### src/cjk_pkg.sv
// ----------------------------------------------------------------------------
// cjk_pkg
// Shared types and constants of the CJK isolating UTF-8 encoder.
// ----------------------------------------------------------------------------
package cjk_pkg;

  localparam int unsigned CpW = 21;

  localparam logic [7:0]     SpaceByte  = 8'h20;
  localparam logic [CpW-1:0] CpMaximum  = 21'h10FFFF;

  // One classified request: UTF-8 bytes (enc[0] goes out first), byte count
  // (zero means the request emits nothing) and the space-wrap flag.
  typedef struct packed {
    logic [3:0][7:0] enc;
    logic [2:0]      len;
    logic            wrap;
  } cjk_desc_t;

endpackage

### src/cjk_front.sv
// ----------------------------------------------------------------------------
// cjk_front
// Accepts code points, encodes them to UTF-8 and flags CJK characters.
// ----------------------------------------------------------------------------
module cjk_front (
  input  logic [cjk_pkg::CpW-1:0] code_point_i,
  input  logic                    in_valid_i,
  output logic                    in_ready_o,
  output logic                    push_valid_o,
  output cjk_pkg::cjk_desc_t      push_desc_o,
  input  logic                    push_ready_i
);
  import cjk_pkg::*;

  localparam int unsigned NumRanges = 8;
  localparam int unsigned NumPoints = 31;

  localparam logic [NumRanges-1:0][CpW-1:0] RangeLo = {
    21'h2F800, 21'h0F900, 21'h2B820, 21'h2B740,
    21'h2A700, 21'h20000, 21'h03400, 21'h04E00
  };
  localparam logic [NumRanges-1:0][CpW-1:0] RangeHi = {
    21'h2FA1F, 21'h0FAFF, 21'h2CEAF, 21'h2B81F,
    21'h2B73F, 21'h2A6DF, 21'h04DBF, 21'h09FFF
  };
  localparam logic [NumPoints-1:0][CpW-1:0] Points = {
    21'h02019, 21'h02018, 21'h03009, 21'h03008, 21'h0300B, 21'h0300A,
    21'h0FF0E, 21'h02013, 21'h02026, 21'h02014, 21'h03011, 21'h03010,
    21'h03015, 21'h03014, 21'h0FF09, 21'h0FF08, 21'h0201D, 21'h0201C,
    21'h02019, 21'h02018, 21'h0300F, 21'h0300E, 21'h0300D, 21'h0300C,
    21'h0FF1A, 21'h0FF1B, 21'h03001, 21'h0FF0C, 21'h0FF01, 21'h0FF1F,
    21'h03002
  };

  logic [NumRanges-1:0] range_hit;
  logic [NumPoints-1:0] point_hit;
  cjk_desc_t            desc;

  always_comb begin
    for (int i = 0; i < NumRanges; i++) begin
      range_hit[i] = (code_point_i >= RangeLo[i]) && (code_point_i <= RangeHi[i]);
    end
    for (int i = 0; i < NumPoints; i++) begin
      point_hit[i] = (code_point_i == Points[i]);
    end
  end

  always_comb begin
    desc.enc  = '0;
    desc.len  = 3'd0;
    desc.wrap = (|range_hit) || (|point_hit);
    priority if (code_point_i == '0) begin
      desc.len = 3'd0;
    end else if (code_point_i <= 21'h7F) begin
      desc.len    = 3'd1;
      desc.enc[0] = code_point_i[7:0];
    end else if (code_point_i <= 21'h7FF) begin
      desc.len    = 3'd2;
      desc.enc[0] = {3'b110, code_point_i[10:6]};
      desc.enc[1] = {2'b10, code_point_i[5:0]};
    end else if (code_point_i >= 21'hD800 && code_point_i <= 21'hDFFF) begin
      desc.len = 3'd0;
    end else if (code_point_i <= 21'hFFFF) begin
      desc.len    = 3'd3;
      desc.enc[0] = {4'b1110, code_point_i[15:12]};
      desc.enc[1] = {2'b10, code_point_i[11:6]};
      desc.enc[2] = {2'b10, code_point_i[5:0]};
    end else if (code_point_i <= CpMaximum) begin
      desc.len    = 3'd4;
      desc.enc[0] = {5'b11110, code_point_i[20:18]};
      desc.enc[1] = {2'b10, code_point_i[17:12]};
      desc.enc[2] = {2'b10, code_point_i[11:6]};
      desc.enc[3] = {2'b10, code_point_i[5:0]};
    end else begin
      desc.len = 3'd0;
    end
  end

  // Requests that encode to nothing are consumed without a queue entry.
  assign in_ready_o   = push_ready_i;
  assign push_valid_o = in_valid_i && (desc.len != 3'd0);
  assign push_desc_o  = desc;

endmodule

### src/cjk_queue.sv
// ----------------------------------------------------------------------------
// cjk_queue
// Small FIFO of classified requests between the front and back ends.
// ----------------------------------------------------------------------------
module cjk_queue #(
  parameter int unsigned DEPTH = 2
) (
  input  logic               clk_i,
  input  logic               rst_ni,
  input  logic               push_valid_i,
  input  cjk_pkg::cjk_desc_t push_desc_i,
  output logic               push_ready_o,
  output logic               pop_valid_o,
  output cjk_pkg::cjk_desc_t pop_desc_o,
  input  logic               pop_ready_i
);
  import cjk_pkg::*;

  localparam int unsigned PtrW = (DEPTH > 1) ? $clog2(DEPTH) : 1;
  localparam int unsigned CntW = $clog2(DEPTH + 1);
  localparam logic [PtrW-1:0] LastPtr = PtrW'(DEPTH - 1);
  localparam logic [CntW-1:0] Full    = CntW'(DEPTH);

  cjk_desc_t       mem_q [DEPTH];
  logic [PtrW-1:0] wr_ptr_q, wr_ptr_d;
  logic [PtrW-1:0] rd_ptr_q, rd_ptr_d;
  logic [CntW-1:0] cnt_q, cnt_d;
  logic            push, pop;

  assign push_ready_o = (cnt_q != Full);
  assign pop_valid_o  = (cnt_q != '0);
  assign pop_desc_o   = mem_q[rd_ptr_q];
  assign push         = push_valid_i && push_ready_o;
  assign pop          = pop_valid_o && pop_ready_i;

  always_comb begin
    wr_ptr_d = wr_ptr_q;
    rd_ptr_d = rd_ptr_q;
    cnt_d    = cnt_q;
    if (push) begin
      wr_ptr_d = (wr_ptr_q == LastPtr) ? '0 : wr_ptr_q + 1'b1;
    end
    if (pop) begin
      rd_ptr_d = (rd_ptr_q == LastPtr) ? '0 : rd_ptr_q + 1'b1;
    end
    unique case ({push, pop})
      2'b10:   cnt_d = cnt_q + 1'b1;
      2'b01:   cnt_d = cnt_q - 1'b1;
      default: cnt_d = cnt_q;
    endcase
  end

  always_ff @(posedge clk_i or negedge rst_ni) begin
    if (!rst_ni) begin
      wr_ptr_q <= '0;
      rd_ptr_q <= '0;
      cnt_q    <= '0;
    end else begin
      wr_ptr_q <= wr_ptr_d;
      rd_ptr_q <= rd_ptr_d;
      cnt_q    <= cnt_d;
    end
  end

  always_ff @(posedge clk_i) begin
    if (push) begin
      mem_q[wr_ptr_q] <= push_desc_i;
    end
  end

  assert property (@(posedge clk_i) disable iff (!rst_ni) cnt_q <= Full)
    else $error("queue occupancy above depth");
  assert property (@(posedge clk_i) disable iff (!rst_ni)
    (push && !pop) |=> (cnt_q == $past(cnt_q) + 1'b1))
    else $error("queue count missed a push");
  assert property (@(posedge clk_i) disable iff (!rst_ni)
    (pop && !push) |=> (cnt_q == $past(cnt_q) - 1'b1))
    else $error("queue count missed a pop");

endmodule

### src/cjk_back.sv
// ----------------------------------------------------------------------------
// cjk_back
// Serializes each classified request into bytes, one per cycle unless stalled.
// ----------------------------------------------------------------------------
module cjk_back (
  input  logic               clk_i,
  input  logic               rst_ni,
  input  logic               pop_valid_i,
  input  cjk_pkg::cjk_desc_t pop_desc_i,
  output logic               pop_ready_o,
  output logic               out_valid_o,
  input  logic               out_ready_i,
  output logic [7:0]         out_byte_o,
  output logic               last_byte_o
);
  import cjk_pkg::*;

  cjk_desc_t  cur_q, cur_d;
  logic [2:0] idx_q, idx_d;
  logic       busy_q, busy_d;
  logic [2:0] total;
  logic [1:0] enc_idx;
  logic       last;
  logic       advance;

  assign total   = cur_q.len + (cur_q.wrap ? 3'd2 : 3'd0);
  assign last    = (idx_q == total - 3'd1);
  assign advance = busy_q && out_ready_i;
  assign enc_idx = cur_q.wrap ? 2'(idx_q - 3'd1) : idx_q[1:0];

  assign pop_ready_o = !busy_q || (out_ready_i && last);
  assign out_valid_o = busy_q;
  assign last_byte_o = last;

  always_comb begin
    if (cur_q.wrap && (idx_q == 3'd0 || last)) begin
      out_byte_o = SpaceByte;
    end else begin
      out_byte_o = cur_q.enc[enc_idx];
    end
  end

  always_comb begin
    cur_d  = cur_q;
    idx_d  = idx_q;
    busy_d = busy_q;
    if (pop_ready_o) begin
      busy_d = pop_valid_i;
      cur_d  = pop_desc_i;
      idx_d  = 3'd0;
    end else if (advance) begin
      idx_d = idx_q + 3'd1;
    end
  end

  always_ff @(posedge clk_i or negedge rst_ni) begin
    if (!rst_ni) begin
      busy_q <= 1'b0;
      idx_q  <= 3'd0;
    end else begin
      busy_q <= busy_d;
      idx_q  <= idx_d;
    end
  end

  always_ff @(posedge clk_i) begin
    cur_q <= cur_d;
  end

  assert property (@(posedge clk_i) disable iff (!rst_ni) busy_q |-> (idx_q < total))
    else $error("byte index ran past the sequence");
  assert property (@(posedge clk_i) disable iff (!rst_ni)
    (busy_q && !out_ready_i) |=> (busy_q && $stable(idx_q)))
    else $error("stalled byte changed");
  assert property (@(posedge clk_i) disable iff (!rst_ni)
    (busy_q && cur_q.wrap && last) |-> (out_byte_o == SpaceByte))
    else $error("wrapped sequence must end in a space");

endmodule

### src/cjk_isolating_utf8_encoder.sv
// ----------------------------------------------------------------------------
// cjk_isolating_utf8_encoder
// UTF-8 encoder that isolates CJK characters between space bytes.
// ----------------------------------------------------------------------------
// Input channel: one code point per request (code_point_i, valid/ready).
// Output channel: one byte per request (out_byte_o, last_byte_o), with
// last_byte_o set on the final byte of each code point.
// A code point gives 1 to 4 UTF-8 bytes; CJK ideographs and CJK punctuation
// get a space byte before and after, up to 6 bytes. Zero, surrogates and
// values above 0x10FFFF give no bytes and are simply consumed.
// The front end classifies and encodes in the accept cycle and writes a
// queue of QUEUE_DEPTH entries; the back end pops an entry into its
// serializer register and sends its bytes at one per cycle while the
// receiver is ready, so the first byte is offered once the entry has
// passed the queue and the serializer register. Throughput is set by the
// back-end serializer: one output byte per cycle while the receiver is
// ready, so sustained input is bounded by each code point's byte count.
// When the receiver stalls, the current byte holds and the queue fills;
// input ready drops once the queue is full.
// Reset empties the queue and idles the serializer; no clearing pass.
// ----------------------------------------------------------------------------
module cjk_isolating_utf8_encoder #(
  parameter int unsigned QUEUE_DEPTH = 2
) (
  input  logic                    clk_i,
  input  logic                    rst_ni,
  input  logic [cjk_pkg::CpW-1:0] code_point_i,
  input  logic                    in_valid_i,
  output logic                    in_ready_o,
  output logic [7:0]              out_byte_o,
  output logic                    last_byte_o,
  output logic                    out_valid_o,
  input  logic                    out_ready_i
);
  import cjk_pkg::*;

  logic      push_valid, push_ready;
  cjk_desc_t push_desc;
  logic      pop_valid, pop_ready;
  cjk_desc_t pop_desc;

  cjk_front u_front (
    .code_point_i (code_point_i),
    .in_valid_i   (in_valid_i),
    .in_ready_o   (in_ready_o),
    .push_valid_o (push_valid),
    .push_desc_o  (push_desc),
    .push_ready_i (push_ready)
  );

  cjk_queue #(
    .DEPTH (QUEUE_DEPTH)
  ) u_queue (
    .clk_i        (clk_i),
    .rst_ni       (rst_ni),
    .push_valid_i (push_valid),
    .push_desc_i  (push_desc),
    .push_ready_o (push_ready),
    .pop_valid_o  (pop_valid),
    .pop_desc_o   (pop_desc),
    .pop_ready_i  (pop_ready)
  );

  cjk_back u_back (
    .clk_i       (clk_i),
    .rst_ni      (rst_ni),
    .pop_valid_i (pop_valid),
    .pop_desc_i  (pop_desc),
    .pop_ready_o (pop_ready),
    .out_valid_o (out_valid_o),
    .out_ready_i (out_ready_i),
    .out_byte_o  (out_byte_o),
    .last_byte_o (last_byte_o)
  );

endmodule
### config.mk
export PLATFORM = sky130hd
export DESIGN_NAME = cjk_isolating_utf8_encoder
export DESIGN_NICKNAME = d
export VERILOG_FILES = /design/src/cjk_pkg.sv /design/src/cjk_front.sv /design/src/cjk_queue.sv /design/src/cjk_back.sv /design/src/cjk_isolating_utf8_encoder.sv
export SDC_FILE = /design/constraint.sdc
export NUM_CORES = 1
export LEC_CHECK = 0
export ABC_AREA = 0
export BUFFER_PORTS_ARGS = -buffer_cell sky130_fd_sc_hd__buf_4
export CORE_ASPECT_RATIO = 1.2
export CORE_MARGIN = 4
export CORE_UTILIZATION = 48
export CTS_CLUSTER_DIAMETER = 150
export DETAILED_ROUTE_END_ITERATION = 7
export PLACE_DENSITY = 0.78
export SLEW_MARGIN = 20
export SYNTH_ARGS = -nofsm -noshare
export SYNTH_HDL_FRONTEND = slang
export SYNTH_SLANG_ARGS = --single-unit
### constraint.sdc
create_clock -name clk_i -period 3.5 [get_ports clk_i]
set_input_delay 0.525 -clock clk_i [delete_from_list [all_inputs] [get_ports clk_i]]
set_output_delay 0.525 -clock clk_i [all_outputs]
set_load 0.1 [all_outputs]
# ---- Word level (Yosys, flattened, before mapping)
# Memories as Yosys holds them, arrays and structs flattened. A register that Yosys moved wholly into a read port is not among the register bits.
# Index checks and enable logic that the tools add are counted.
dict set report totals {
  output_inout_bits 11
  register_bits 8
  inputBits 25
  rom_bits 0
  n_memories 1
  word_cells 130
  latchBits 0
  ramBits 72
}
dict set report classes {
  div 0
  shifts 0
  bitwise_logic 0
  muxes 33
  multipliers 0
  n_eq_ne 33
  add_sub_neg 8
  order_cmp 23
  reduce_logical 27
}
# name words word_bits read_ports rd_clocked_by_memory_dff wr line
set memory_table {}
lappend memory_table {u_queue.mem_q 2 36 1 1 1 cjk_queue.sv:24} ;# cjk_desc_t mem_q [DEPTH];
# cell n
set op_table {}
lappend op_table {{$eq 21x14->1 const B} 21}
lappend op_table {{$mux 32} 8}
lappend op_table {{$eq 21x16->1 const B} 8}
lappend op_table {{$mux 27} 5}
lappend op_table {{$ge 21x18->1 const B} 5}
lappend op_table {{$le 21x18->1 const B} 5}
lappend op_table {{$le 21x16->1 const B} 4}
lappend op_table {{$ge 21x16->1 const B} 2}
lappend op_table {{$reduce_or 29->1} 1}
lappend op_table {{$mux 24} 1}
lappend op_table {{$mux 8} 3}
lappend op_table {{$ge 21x14->1 const B} 1}
lappend op_table {{$ge 21x15->1 const B} 1}
lappend op_table {{$le 21x11->1 const B} 1}
lappend op_table {{$le 21x15->1 const B} 1}
lappend op_table {{$le 21x21->1 const B} 1}
lappend op_table {{$le 21x7->1 const B} 1}
lappend op_table {{$logic_not 21->1} 1}
lappend op_table {{$mux 19} 1}
lappend op_table {{$bmux 8 s2} 1}
lappend op_table {{$mux 16} 1}
lappend op_table {{$logic_and 1x1->1} 15}
lappend op_table {{$mux 3} 5}
lappend op_table {{$mux 11} 1}
lappend op_table {{other kinds (20)} 30}

# ---- Depth between registers and ports, before layout
# Gate-level depths: netlist of the first run.
dict set report logic_depth {
  ltp_word 21
  mapped_depth 13
  ltp_nobuf 13
}

# ---- Modules after synthesis
# A second synthesis of the first run with hierarchy kept.
dict set report hier_totals {
  cells_unflattened 444
  hier_area_um2 6044.5
}
# mod cells_per_inst n_inst area_per_inst_um2 seq_area_each_um2
set modules_own_cells {}
lappend modules_own_cells {cjk_queue 129 1 2807.7 2262.2}
lappend modules_own_cells {cjk_back 116 1 2008.2 1181.1}
lappend modules_own_cells {cjk_front 199 1 1228.7 0.0}

# ---- Worst setup path before layout of the first run
# Ideal clock, no wire load.
dict set report synth_path {
  path_kind {flip-flop to output port}
  start {register u_back.cur_q[0] (netlist name)}
  end {output port out_byte_o[5]}
  t_required_ns 2.975
  arrival_time_ns 5.002
  path_buffers 0
  setup_slack_ns -2.027
  stages_incl_launch_ff 10
  cell_sequence {edfxtp_1 -> inv_1 -> ha_1 -> inv_1 -> ha_1 -> xor2_1 -> xnor2_1 -> nor3_1 -> o21ai_0 -> nand2_1}
}
dict set report synth_via {
  elab_chain_len 7
  elab_cells_between_ends 10
  classes_between {add/sub (2); eq/ne (1); mux (5); reduce/logical (2)}
}
# item line
set synth_lines {}
lappend synth_lines {{$mux 2} cjk_back.sv:26} ;# assign total = cur_q.len + (cur_q.wrap ? 3'd2 : 3'd0);
lappend synth_lines {{$add 3x3->3} cjk_back.sv:26}
lappend synth_lines {{$sub 3x1->3} cjk_back.sv:27} ;# assign last = (idx_q == total - 3'd1);
lappend synth_lines {{$eq 3x3->1} cjk_back.sv:27}
lappend synth_lines {{named net last_byte_o} cjk_isolating_utf8_encoder.sv:31} ;# output logic last_byte_o,
lappend synth_lines {{$logic_or 1x1->1} cjk_back.sv:36} ;# if (cur_q.wrap && (idx_q == 3'd0 || last)) begin
lappend synth_lines {{$logic_and 1x1->1} cjk_back.sv:36}
lappend synth_lines {{$mux 8} cjk_back.sv:36}
lappend synth_lines {{to (decl)} cjk_isolating_utf8_encoder.sv:30} ;# output logic [7:0] out_byte_o,
# The timed path passes the listed nets, and every way through them passes these cells. The select of a mux whose other input is x is not followed.

# ---- Worst setup path after layout of the first run
dict set report layout_path {
  start {register u_back.cur_q[0] (netlist name)}
  end {output port out_byte_o[6]}
}
dict set report layout_via {
  elab_chain_len 7
  elab_cells_between_ends 10
  classes_between {add/sub (2); eq/ne (1); mux (5); reduce/logical (2)}
}
# item line
set layout_lines {}
lappend layout_lines {{$mux 2} cjk_back.sv:26}
lappend layout_lines {{$add 3x3->3} cjk_back.sv:26}
lappend layout_lines {{$sub 3x1->3} cjk_back.sv:27}
lappend layout_lines {{$eq 3x3->1} cjk_back.sv:27}
lappend layout_lines {{$logic_or 1x1->1} cjk_back.sv:36}
lappend layout_lines {{$logic_and 1x1->1} cjk_back.sv:36}
lappend layout_lines {{$mux 8 (*)} cjk_back.sv:36}
# Mark *: on every way between the ends. The rest lies on a longest branch, timed or not. The select of a mux whose other input is x is not followed.

==> results_dict.tcl, run 1 <==
set metrics [dict create \
    status "finished, final reports clean" \
    vias 3489 \
    post_cts_resize_count 0 \
    dp_cells 549 \
    register_area_mm2 0.00308 \
    via_per_inst 6.16 \
    hold_depth 1 \
    grt_pass1_wl_um 17800 \
    overflow 0 \
    synth_top_cell_by_area "edfxtp_1" \
    io_pins 36 \
    design.die.area_mm2 0.0125 \
    grt_setup_unrepaired "false" \
    cp.required_ns 2.97 \
    top_layer "met4" \
    antenna_found_initial 0 \
    clock_latency_ns 0.33 \
    cts_hold_buffers 1 \
    syn-instance-count 401 \
    diodes 0 \
    postCtsSetupBuffers 0 \
    crit_type "flip-flop to output pin" \
    first_global_vias 3488 \
    cp_max_fo 8 \
    synth_nets 431 \
    hold_viol 0 \
    cp_num_buf_inv 4 \
    die_w_um 103 \
    place.gp.congestion 0.980 \
    cts_root_buf "clkbuf_16" \
    wire_per_inst_um 19.7 \
    hp-class "flip-flop to flip-flop" \
    netlist.area_leader.share_pct 55.8 \
    critPathArrivalTime_ns 2.62 \
    cts_buffer_depth 2 \
    rows 41 \
    slew_viol_final 0 \
    yosysWarnings 0 \
    crit_path_end_kind "output pin" \
    drc 0 \
    synth_edf_count 96 \
    crit_path_start_kind "flip-flop" \
    met1_length_um 4410 \
    ant_nets 0 \
    syn_area_mm2 0.00517 \
    synthTopCellsByArea "edfxtp_1 (56%), mux2_2 (7.0%), dfrtp_1 (3.9%)" \
    drt_iter0_markers 253 \
    dr_wl_met2_um 5590 \
    relSlewSlack_pct 52.2 \
    p_leak_nw 2.01 \
    dr.pass1.iters 5 \
    synth.distinct_cells 58 \
    stdcell_count 566 \
    coreArea_mm2 0.0105 \
    drt_wl_total_um 11100 \
    ys_ff_latch 104 \
    drv_cap 0 \
    cts_sinks 104 \
    fmax_mhz 318 \
    route.met3.wl_um 554 \
    period_minus_slack_ns 3.15 \
    finalCritPeriodShare_pct 89.9 \
    drive_gt1_share_pct 25.9 \
    r2r_cells 12 \
    tritoncts "built" \
    max_stage_delay_ns 0.39 \
    multiInputGateArea_mm2 0.00196 \
    cts_made_buffers 9 \
    ir_drop_mv 0.491 \
    async_reset_ff_share_pct 7.69 \
    n_fill_cell 842 \
    grt_max_degree 34 \
    skew_ns 0.00536 \
    path_clk_slew_ns 0.06 \
    dp.final_hpwl_um 7850 \
    num-nets-final 462 \
    synth_ff_type "edfxtp_1" \
    ctsHtreeMaxLevel 3 \
    slowest_stage "edfxtp_1" \
    area_growth_pct 13.9 \
    crit_chain "inv_1, ha_1, inv_1, ha_1, xor2_1, xnor2_1, nor3_4, o21ai_0, buf_4, nor3b_4, buf_4" \
    crit_family "buffers and inverters" \
    powerDensity_mw_per_mm2 939 \
    grtUsageTotal_pct 18.8 \
    tightestPinTransition_ns 0.714 \
    setup_viol 0 \
    ys_seq_area_share_pct 59.6 \
    start_util_pct 49.1 \
    die_y_um 122 \
    avgSynthCellArea_um2 12.9 \
    cp.depth 11 \
    port_buffers 35 \
    whs_ns 0.501 \
]
-- path summary, 6_finish.rpt --
kind,end,slack [ns],start
max,out_byte_o[6],0.35,u_back.cur_q[0]
max reg2reg,u_queue.cnt_q[1],0.95,u_back.cur_q[0]
min,u_queue.cnt_q[1],0.50,u_queue.cnt_q[1]
min in group asynchronous,u_back.idx_q[0],0.55,rst_ni
max in group asynchronous,u_queue.wr_ptr_q,2.83,rst_ni
min reg2reg,u_queue.cnt_q[1],0.50,u_queue.cnt_q[1]
-- flip-flops by register name, summed over array words and instances (netlist names) --
| register | cells |
|---|---|
| u_queue.mem_q | 64 |
| u_back.cur_q | 32 |
| u_back.idx_q | 3 |
| u_queue.cnt_q | 2 |
| u_back.out_valid_o | 1 |
| u_queue.rd_ptr_q | 1 |
| u_queue.wr_ptr_q | 1 |
-- power by group --
part / switching, mW / internal (mW)
sequential: 0.110 / 1.77
clock: 0.390 / 0.547
combinational: 1.85 / 0.860
total: 2.35 / 3.18
-- layout by cell type (no fill, tap or decap), types with 5 or more instances in the layout --
cell / instances
inv_1: 13
nand2_1: 21
nand4_1: 7
mux2_2: 32
and2_1: 10
a21oi_1: 14
a22o_1: 6
buf_4: 45
ha_1: 5
nor2_1: 19
nor3_1: 20
mux4_2: 7
o21ai_0: 10
a221oi_1: 6
dfrtp_1: 8
edfxtp_1: 96
and2_2: 6
or3_1: 7
clkbuf_16: 9
nand3_1: 8
xnor2_1: 7
-- cell type report --
class                      count  area share (%)
sequential                   104            52.4
multi-input combinational    258            33.4
timing repair buffer          46            5.91
clock buffer                  11            3.95
tap                          129            2.74
inverter                      13           0.829
clock inverter                 5           0.808
-- synthesized netlist by cell type, types with 5 or more instances --
master    number
nand4_1        7
nor3_1        21
and2_1        16
a221oi_1       6
inv_1         13
mux2_2        32
xnor2_1        7
a22o_1         6
ha_1           5
dfrtp_1        8
o21ai_0       10
nand2_1       21
a21oi_1       14
clkbuf_1      22
nor2_1        21
edfxtp_1      96
nand3_1        8
or3_1          7
mux4_2         7
-- logic make-up (layout without fill, tap and decap cells) --
family / Yosys count / count (layout) / synth area share, %
compound gates: 68 / 68 / 9.39
flops: 104 / 104 / 59.6
mux: 43 / 43 / 10.8
xor+xnor: 11 / 11 / 1.86
fa+ha+maj: 5 / 5 / 1.21
simple gates: 131 / 131 / 14.1
buf+inv: 39 / 75 / 3.03
-- stage by stage --
stage / instance area [um^2] / setup slack [ns] / setup TNS, ns / util, % / power, mW
after floorplan: 5200 / -0.213 / -0.213 / - / 4.05
after global placement: 5600 / 0.708 / 0 / 53.2 / 4.59
after detailed placement: 5600 / 0.624 / 0 / 53.2 / 4.65
after CTS: 5890 / 0.309 / 0 / 56.0 / 5.59
after global routing: 5890 / 0.174 / 0 / 56.0 / 5.78
final: 5890 / 0.353 / 0 / 56.0 / 5.53
-- worst reg2reg max path, cell delays in order (launching register included) --
cell      delay [ns]
edfxtp_1        0.39
inv_1           0.08
ha_1            0.28
inv_1           0.04
ha_1            0.17
xor2_1          0.16
xnor2_1         0.16
nor3_4          0.21
nand2_1         0.12
a21oi_1         0.27
ha_1            0.30
nor2_1          0.14
xor2_1          0.15
-- routing by layer --
layer  vias to the layer above  global-route usage (%)
met1                      1683                    22.9
met2                       146                    31.5
li1                       1614                       -
met4                         0                    10.4
met5                         -                       0
met3                        46                    2.98
Note: power is estimated with default switching activity, not from simulation.
==> run 2, diff against run 1 <==
--- a/config.mk
+++ b/config.mk
@@ -5,14 +5,14 @@
 export SDC_FILE = /design/constraint.sdc
 export NUM_CORES = 1
 export LEC_CHECK = 0
-export ABC_AREA = 0
+export ABC_AREA = 1
 export BUFFER_PORTS_ARGS = -buffer_cell sky130_fd_sc_hd__buf_4
 export CORE_ASPECT_RATIO = 1.2
 export CORE_MARGIN = 4
 export CORE_UTILIZATION = 48
 export CTS_CLUSTER_DIAMETER = 150
 export DETAILED_ROUTE_END_ITERATION = 7
-export PLACE_DENSITY = 0.78
+export PLACE_DENSITY = 0.77
 export SLEW_MARGIN = 20
 export SYNTH_ARGS = -nofsm -noshare
 export SYNTH_HDL_FRONTEND = slang
==> run 2 against run 1 <==
Critical path depth increased by 1. Clock power decreased by 8.1%. First-iteration DRC count is 87% higher. Via count increased by 34%. Sequential share of layout area down 3.9 points. Final cell count up 54%. Total power is 3.9% higher. Hold slack worse by 0.015 ns. Combinational power is 6% higher. Register-to-register slack worse by 0.06 ns. Critical endpoint is now out_byte_o[7].
==> results_dict.tcl, run 2 <==
set metrics [dict create \
    syn_area_mm2 0.00574 \
    clock_latency_ns 0.33 \
    cts_root_buf "clkbuf_16" \
    grtUsageTotal_pct 20.7 \
    grt_setup_unrepaired "false" \
    slew_viol_final 0 \
    crit_path_start_kind "flip-flop" \
    vias 4664 \
    grt_pass1_wl_um 22200 \
    synth.distinct_cells 34 \
    ctsHtreeMaxLevel 3 \
    powerDensity_mw_per_mm2 902 \
    use_met1_pct 26.9 \
    synth_edf_count 96 \
    drt_iter0_markers 473 \
    postCtsSetupBuffers 0 \
    synthTopCellsByArea "edfxtp_1 (50%), nand2_1 (15%), nor2_1 (5.6%)" \
    ant_nets 0 \
    io_pins 36 \
    skew_ns 0.00392 \
    async_reset_ff_share_pct 7.69 \
    grt.met3_usage_pct 2.42 \
    start_util_pct 49.4 \
    coreArea_mm2 0.0116 \
    finalCritPeriodShare_pct 89.0 \
    cp.required_ns 2.97 \
    cp_max_fo 7 \
    drive_gt1_share_pct 10.3 \
    final_cell_mix "nand2_1 (222), edfxtp_1 (96), nor2_1 (85)" \
    crit_path_end_kind "output pin" \
    crit_type "flip-flop to output pin" \
    mostFrequentLayoutCell "nand2_1" \
    place.gp.congestion 0.985 \
    num-nets-final 740 \
    status "finished, final reports clean" \
    fmax_mhz 321 \
    drv_cap 0 \
    fin_total_pwr_mw 5.74 \
    hp-start "u_queue.wr_ptr_q" \
    avgSynthCellArea_um2 8.38 \
    wire_per_inst_um 15.6 \
    diodes 0 \
    ir_drop_mv 1.16 \
    cts_buffer_depth 2 \
    tritoncts "built" \
    tightestPinTransition_ns 1.11 \
    overflow 0 \
    synth_common_cells "nand2_1 (222), edfxtp_1 (96), nor2_1 (86)" \
    cts_made_buffers 9 \
    die_y_um 128 \
    whs_ns 0.486 \
    area_growth_pct 10.9 \
    synth_nets 715 \
    hold_depth 2 \
    synth_top_cell_by_area "edfxtp_1" \
    hp-class "flip-flop to flip-flop" \
    port_buffers 35 \
    ys_seq_area_share_pct 53.7 \
    largest_reg_flops 64 \
    finalSetupTns_ns 0 \
    dr.pass1.iters 5 \
    dp.final_hpwl_um 10300 \
    grt_max_degree 35 \
    gr-usage-met2_pct 35.3 \
    dpl-instance-area_mm2 0.00610 \
    startpoint "u_back.cur_q[0]" \
    first_global_vias 4431 \
    synth.most_common_cell "nand2_1" \
    die_w_um 108 \
    setup_viol 0 \
    hold_viol 0 \
    cts_sinks 104 \
    finish.instance_area_mm2 0.00636 \
    critPathArrivalTime_ns 2.59 \
    drc 0 \
    r2r_cells 14 \
    ys_ff_latch 104 \
    p_leak_nw 2.70 \
    regMostFlops "u_queue.mem_q" \
    relSlewSlack_pct 26.1 \
    design.die.area_mm2 0.0138 \
    synth_ff_type "edfxtp_1" \
    post_cts_resize_count 0 \
    worstReg2RegStart "u_back.cur_q[0]" \
    top_regs "u_queue.mem_q x64, u_back.cur_q x32, u_back.idx_q x3" \
    antenna_found_initial 0 \
    rows 43 \
    syn-instance-count 685 \
    via_per_inst 5.35 \
    top_usage_layer "met2" \
    path_clk_slew_ns 0.06 \
    drt_wl_total_um 13600 \
    period_minus_slack_ns 3.11 \
    netlist.area_leader.share_pct 50.2 \
    yosysWarnings 0 \
]
[run 2: critical path: stages, from the launching register on]
cell,delay (ns)
edfxtp_1,0.37
inv_1,0.10
ha_1,0.29
inv_1,0.04
ha_1,0.18
xnor2_1,0.22
xnor2_1,0.10
nand2_1,0.13
o21ai_0,0.11
nand2_1,0.11
inv_1,0.13
a21oi_1,0.16
buf_4,0.31
[run 2: layout make-up]
class,count,area [um^2]
clock inverter,5,23.8
clock buffer,11,233
timing repair buffer,40,303
multi-input combinational,486,2270
sequential,104,3080
inverter,69,259
fill,1057,5260
tap,157,196
[run 2: layer usage]
metal  wire length, um  vias up
li1                  -     2303
met1              5790     2165
met5                 0        -
met3               600       31
met4               444        0
met2              6790      165
[run 2: where the power goes]
part           internal, mW  switching (mW)
Combinational         0.665            2.19
Clock                 0.473           0.387
Sequential             1.84           0.181
Total                  2.98            2.76
[run 2: per-stage QoR]
step / setup WS [ns] / utilization, % / cells
6_report: 0.385 / 54.8 / 872
5_1_grt: 0.165 / 54.8 / 872
4_1_cts: 0.353 / 54.8 / 872
3_5_place_dp: 0.725 / 52.5 / 855
3_3_place_gp: 0.898 / 52.5 / 855
2_1_floorplan: -0.0300 / - / 685
[run 2: kinds of logic (layout without fill, tap and decap cells)]
logic type | after synthesis | in the layout | share of synthesized area, %
simple gates | 383 | 383 | 28.0
flops | 104 | 104 | 53.7
buf+inv | 95 | 125 | 6.80
compound gates | 90 | 90 | 9.16
xor+xnor | 8 | 8 | 1.22
fa+ha+maj | 5 | 5 | 1.09
[run 2: what timing repair did]
| item | CTS | global route |
|---|---|---|
| hold endpoints to repair | 8 | 0 |
| endpoints found under the setup margin | 0 | 0 |
| hold buffers | 1 | 0 |
[run 2: final timing paths]
kind / endpoint / slack [ns]
max: out_byte_o[7] / 0.39
min: u_queue.wr_ptr_q / 0.49
max reg2reg: u_queue.cnt_q[1] / 0.89
min reg2reg: u_queue.wr_ptr_q / 0.49
max in group asynchronous: u_queue.rd_ptr_q / 2.82
min in group asynchronous: u_back.idx_q[0] / 0.55
==> run 3, diff against run 2 <==
--- a/config.mk
+++ b/config.mk
@@ -5,10 +5,10 @@
 export SDC_FILE = /design/constraint.sdc
 export NUM_CORES = 1
 export LEC_CHECK = 0
-export ABC_AREA = 1
+export ABC_AREA = 0
 export BUFFER_PORTS_ARGS = -buffer_cell sky130_fd_sc_hd__buf_4
 export CORE_ASPECT_RATIO = 1.2
-export CORE_MARGIN = 4
+export CORE_MARGIN = 8
 export CORE_UTILIZATION = 48
 export CTS_CLUSTER_DIAMETER = 150
 export DETAILED_ROUTE_END_ITERATION = 7
@@ -16,4 +16,5 @@
 export SLEW_MARGIN = 20
 export SYNTH_ARGS = -nofsm -noshare
 export SYNTH_HDL_FRONTEND = slang
+export SYNTH_HIERARCHICAL = 1
 export SYNTH_SLANG_ARGS = --single-unit
==> run 3 against run 2 <==
Fmax fell by 1.7%. Register-to-register slack worse by 0.20 ns. Critical path type unchanged. Non-clock buffer count increased by 9. Critical endpoint is now out_byte_o[5]. Global-route usage down 4.3 points.
==> results_dict.tcl, run 3 <==
set metrics [dict create \
    status "finished, final reports clean" \
    drv_cap 0 \
    setup_viol 0 \
    crit_path_start_kind "flip-flop" \
    top_regs "u_queue/mem_q x72, u_back/cur_q x36, u_back/idx_q x3" \
    synth_common_cells "edfxtp_1 (108), mux2_2 (37), nor2_1 (21)" \
    hp-class "input port to asynchronous set/reset pin" \
    crit_chain "inv_1, ha_1, inv_1, ha_1, xnor3_2, mux2i_4, a31o_2, buf_4" \
    drc 0 \
    skew_ns 0.00949 \
    ys_ff_latch 116 \
    syn_area_mm2 0.00604 \
    grtUsageTotal_pct 16.3 \
    area_growth_pct 17.9 \
    port_buffers 35 \
    hold_viol 0 \
    grt_pass1_wl_um 21400 \
    die_y_um 139 \
    coreArea_mm2 0.0125 \
    fmax_mhz 315 \
    postCtsSetupBuffers 0 \
    synth.most_common_cell "edfxtp_1" \
    syn-instance-count 444 \
    drt_iter0_markers 350 \
    dp.final_hpwl_um 8840 \
    num-nets-final 508 \
    ant_nets 0 \
    final_cell_mix "edfxtp_1 (108), buf_4 (46), mux2_2 (37)" \
    tritoncts "built" \
    synthTopCellsByArea "edfxtp_1 (54%), mux2_2 (6.9%), mux4_2 (5.2%)" \
    cts_sinks 116 \
    relSlewSlack_pct 51.1 \
    yosysWarnings 6 \
    slew_viol_final 0 \
    synth_ff_type "edfxtp_1" \
    async_reset_ff_share_pct 6.90 \
    cts_made_buffers 17 \
    io_pins 36 \
    regMostFlops "u_queue/mem_q" \
    via_per_inst 6.04 \
    rows 45 \
    grt_setup_unrepaired "false" \
    netlist.area_leader.share_pct 53.7 \
    dpl-instance-area_mm2 0.00649 \
    stdcell_count 655 \
    critPathArrivalTime_ns 2.64 \
    tightestPinTransition_ns 0.728 \
    synth.distinct_cells 69 \
    grt_max_degree 38 \
    grt.met3_usage_pct 3.71 \
    vias 3958 \
    ctsHtreeMaxLevel 4 \
    max_stage_delay_ns 0.45 \
    synth_top_cell_by_area "edfxtp_1" \
    ys_seq_area_share_pct 57.0 \
    diodes 0 \
    cts_root_buf "clkbuf_16" \
    cp.required_ns 2.97 \
    crit_family "adder cells" \
    cts_buffer_depth 2 \
    period_minus_slack_ns 3.17 \
    crit_type "flip-flop to output pin" \
    avgSynthCellArea_um2 13.6 \
    drive_gt1_share_pct 31.0 \
    finish.instance_area_mm2 0.00713 \
    antenna_found_initial 0 \
    use_met1_pct 19.3 \
    dp_cells 622 \
    die_w_um 118 \
    crit_path_end_kind "output pin" \
    gr-usage-met2_pct 26.9 \
    mostFrequentLayoutCell "edfxtp_1" \
    drt_wl_total_um 13000 \
    wire_per_inst_um 19.9 \
    dr.pass1.iters 5 \
    top_usage_layer "met2" \
    start_util_pct 48.4 \
    place.gp.congestion 0.936 \
    path_clk_slew_ns 0.05 \
    finalCritPeriodShare_pct 90.6 \
    slowest_stage "xnor3_2" \
    first_global_vias 4210 \
    clock_latency_ns 0.41 \
    synth_edf_count 108 \
    overflow 0 \
    largest_reg_flops 72 \
    cp_max_fo 8 \
    cp_num_buf_inv 3 \
    design.die.area_mm2 0.0165 \
]
run 3: cell types whose count changed after synthesis, moves of 14 or more:
cell / before / now
inv_1: 64 / 14
mux2_2: 0 / 37
mux4_2: 0 / 14
nand2_1: 222 / 20
nand3_1: 47 / 4
nor2_1: 86 / 21
o21ai_0: 33 / 11
run 3: final timing paths:
check                      depth (start not counted)               end  slack [ns]             start
max                                                8     out_byte_o[5]        0.33   u_back/cur_q[0]
min in group clk_i                                 3   u_back/idx_q[0]        0.48       out_ready_i
max in group asynchronous                          2  u_queue/wr_ptr_q        2.90            rst_ni
min                                                2  u_queue/cnt_q[0]        0.47            rst_ni
max reg2reg                                       11  u_queue/cnt_q[1]        0.69   u_back/cur_q[0]
min reg2reg                                        1  u_queue/cnt_q[1]        0.50  u_queue/cnt_q[1]
run 3: cell type report:
cell class	instances	area [um^2]
clock inverters	15	189
clock buffers	17	425
fillers	970	5370
well taps	164	205
multi-input cells	280	2420
repair buffers	49	395
inverters	14	52.6
flip-flops and latches	116	3440
run 3: routing by layer:
metal	vias up	part of all wire, %
li1	1817	-
met1	1939	41
met2	178	51
met3	24	5.8
met4	0	2.2
met5	-	0
run 3: kinds of logic after synthesis:
logic type | share of synthesized area, %
simple gates | 11.8
flops | 57.0
compound gates | 9.25
mux | 14.4
buf+inv | 4.39
xor+xnor | 2.13
fa+ha+maj | 1.03
other cells | 0.0620
run 3: stage by stage:
stage	hold slack [ns]	TNS (ns)	worst slack, ns	utilization [%]
2_1_floorplan	0.229	-0.409	-0.0539	-
3_3_place_gp	0.348	0	0.469	52.0
3_5_place_dp	0.348	0	0.343	52.0
4_1_cts	0.451	0	0.0921	57.0
5_1_grt	0.466	0	0.213	57.0
6_report	0.473	0	0.330	57.0
run 3: timing repair:
action | CTS | global route
hold buffers | 1 | 0
hold endpoints to repair | 8 | 0
gates resized for setup | 0 | 1
endpoints found under the setup margin | 0 | 1
Power of run 3 is left out: the tool's default activity adds up to more than one toggle a clock period on the data nets, which glitch-free logic cannot reach.
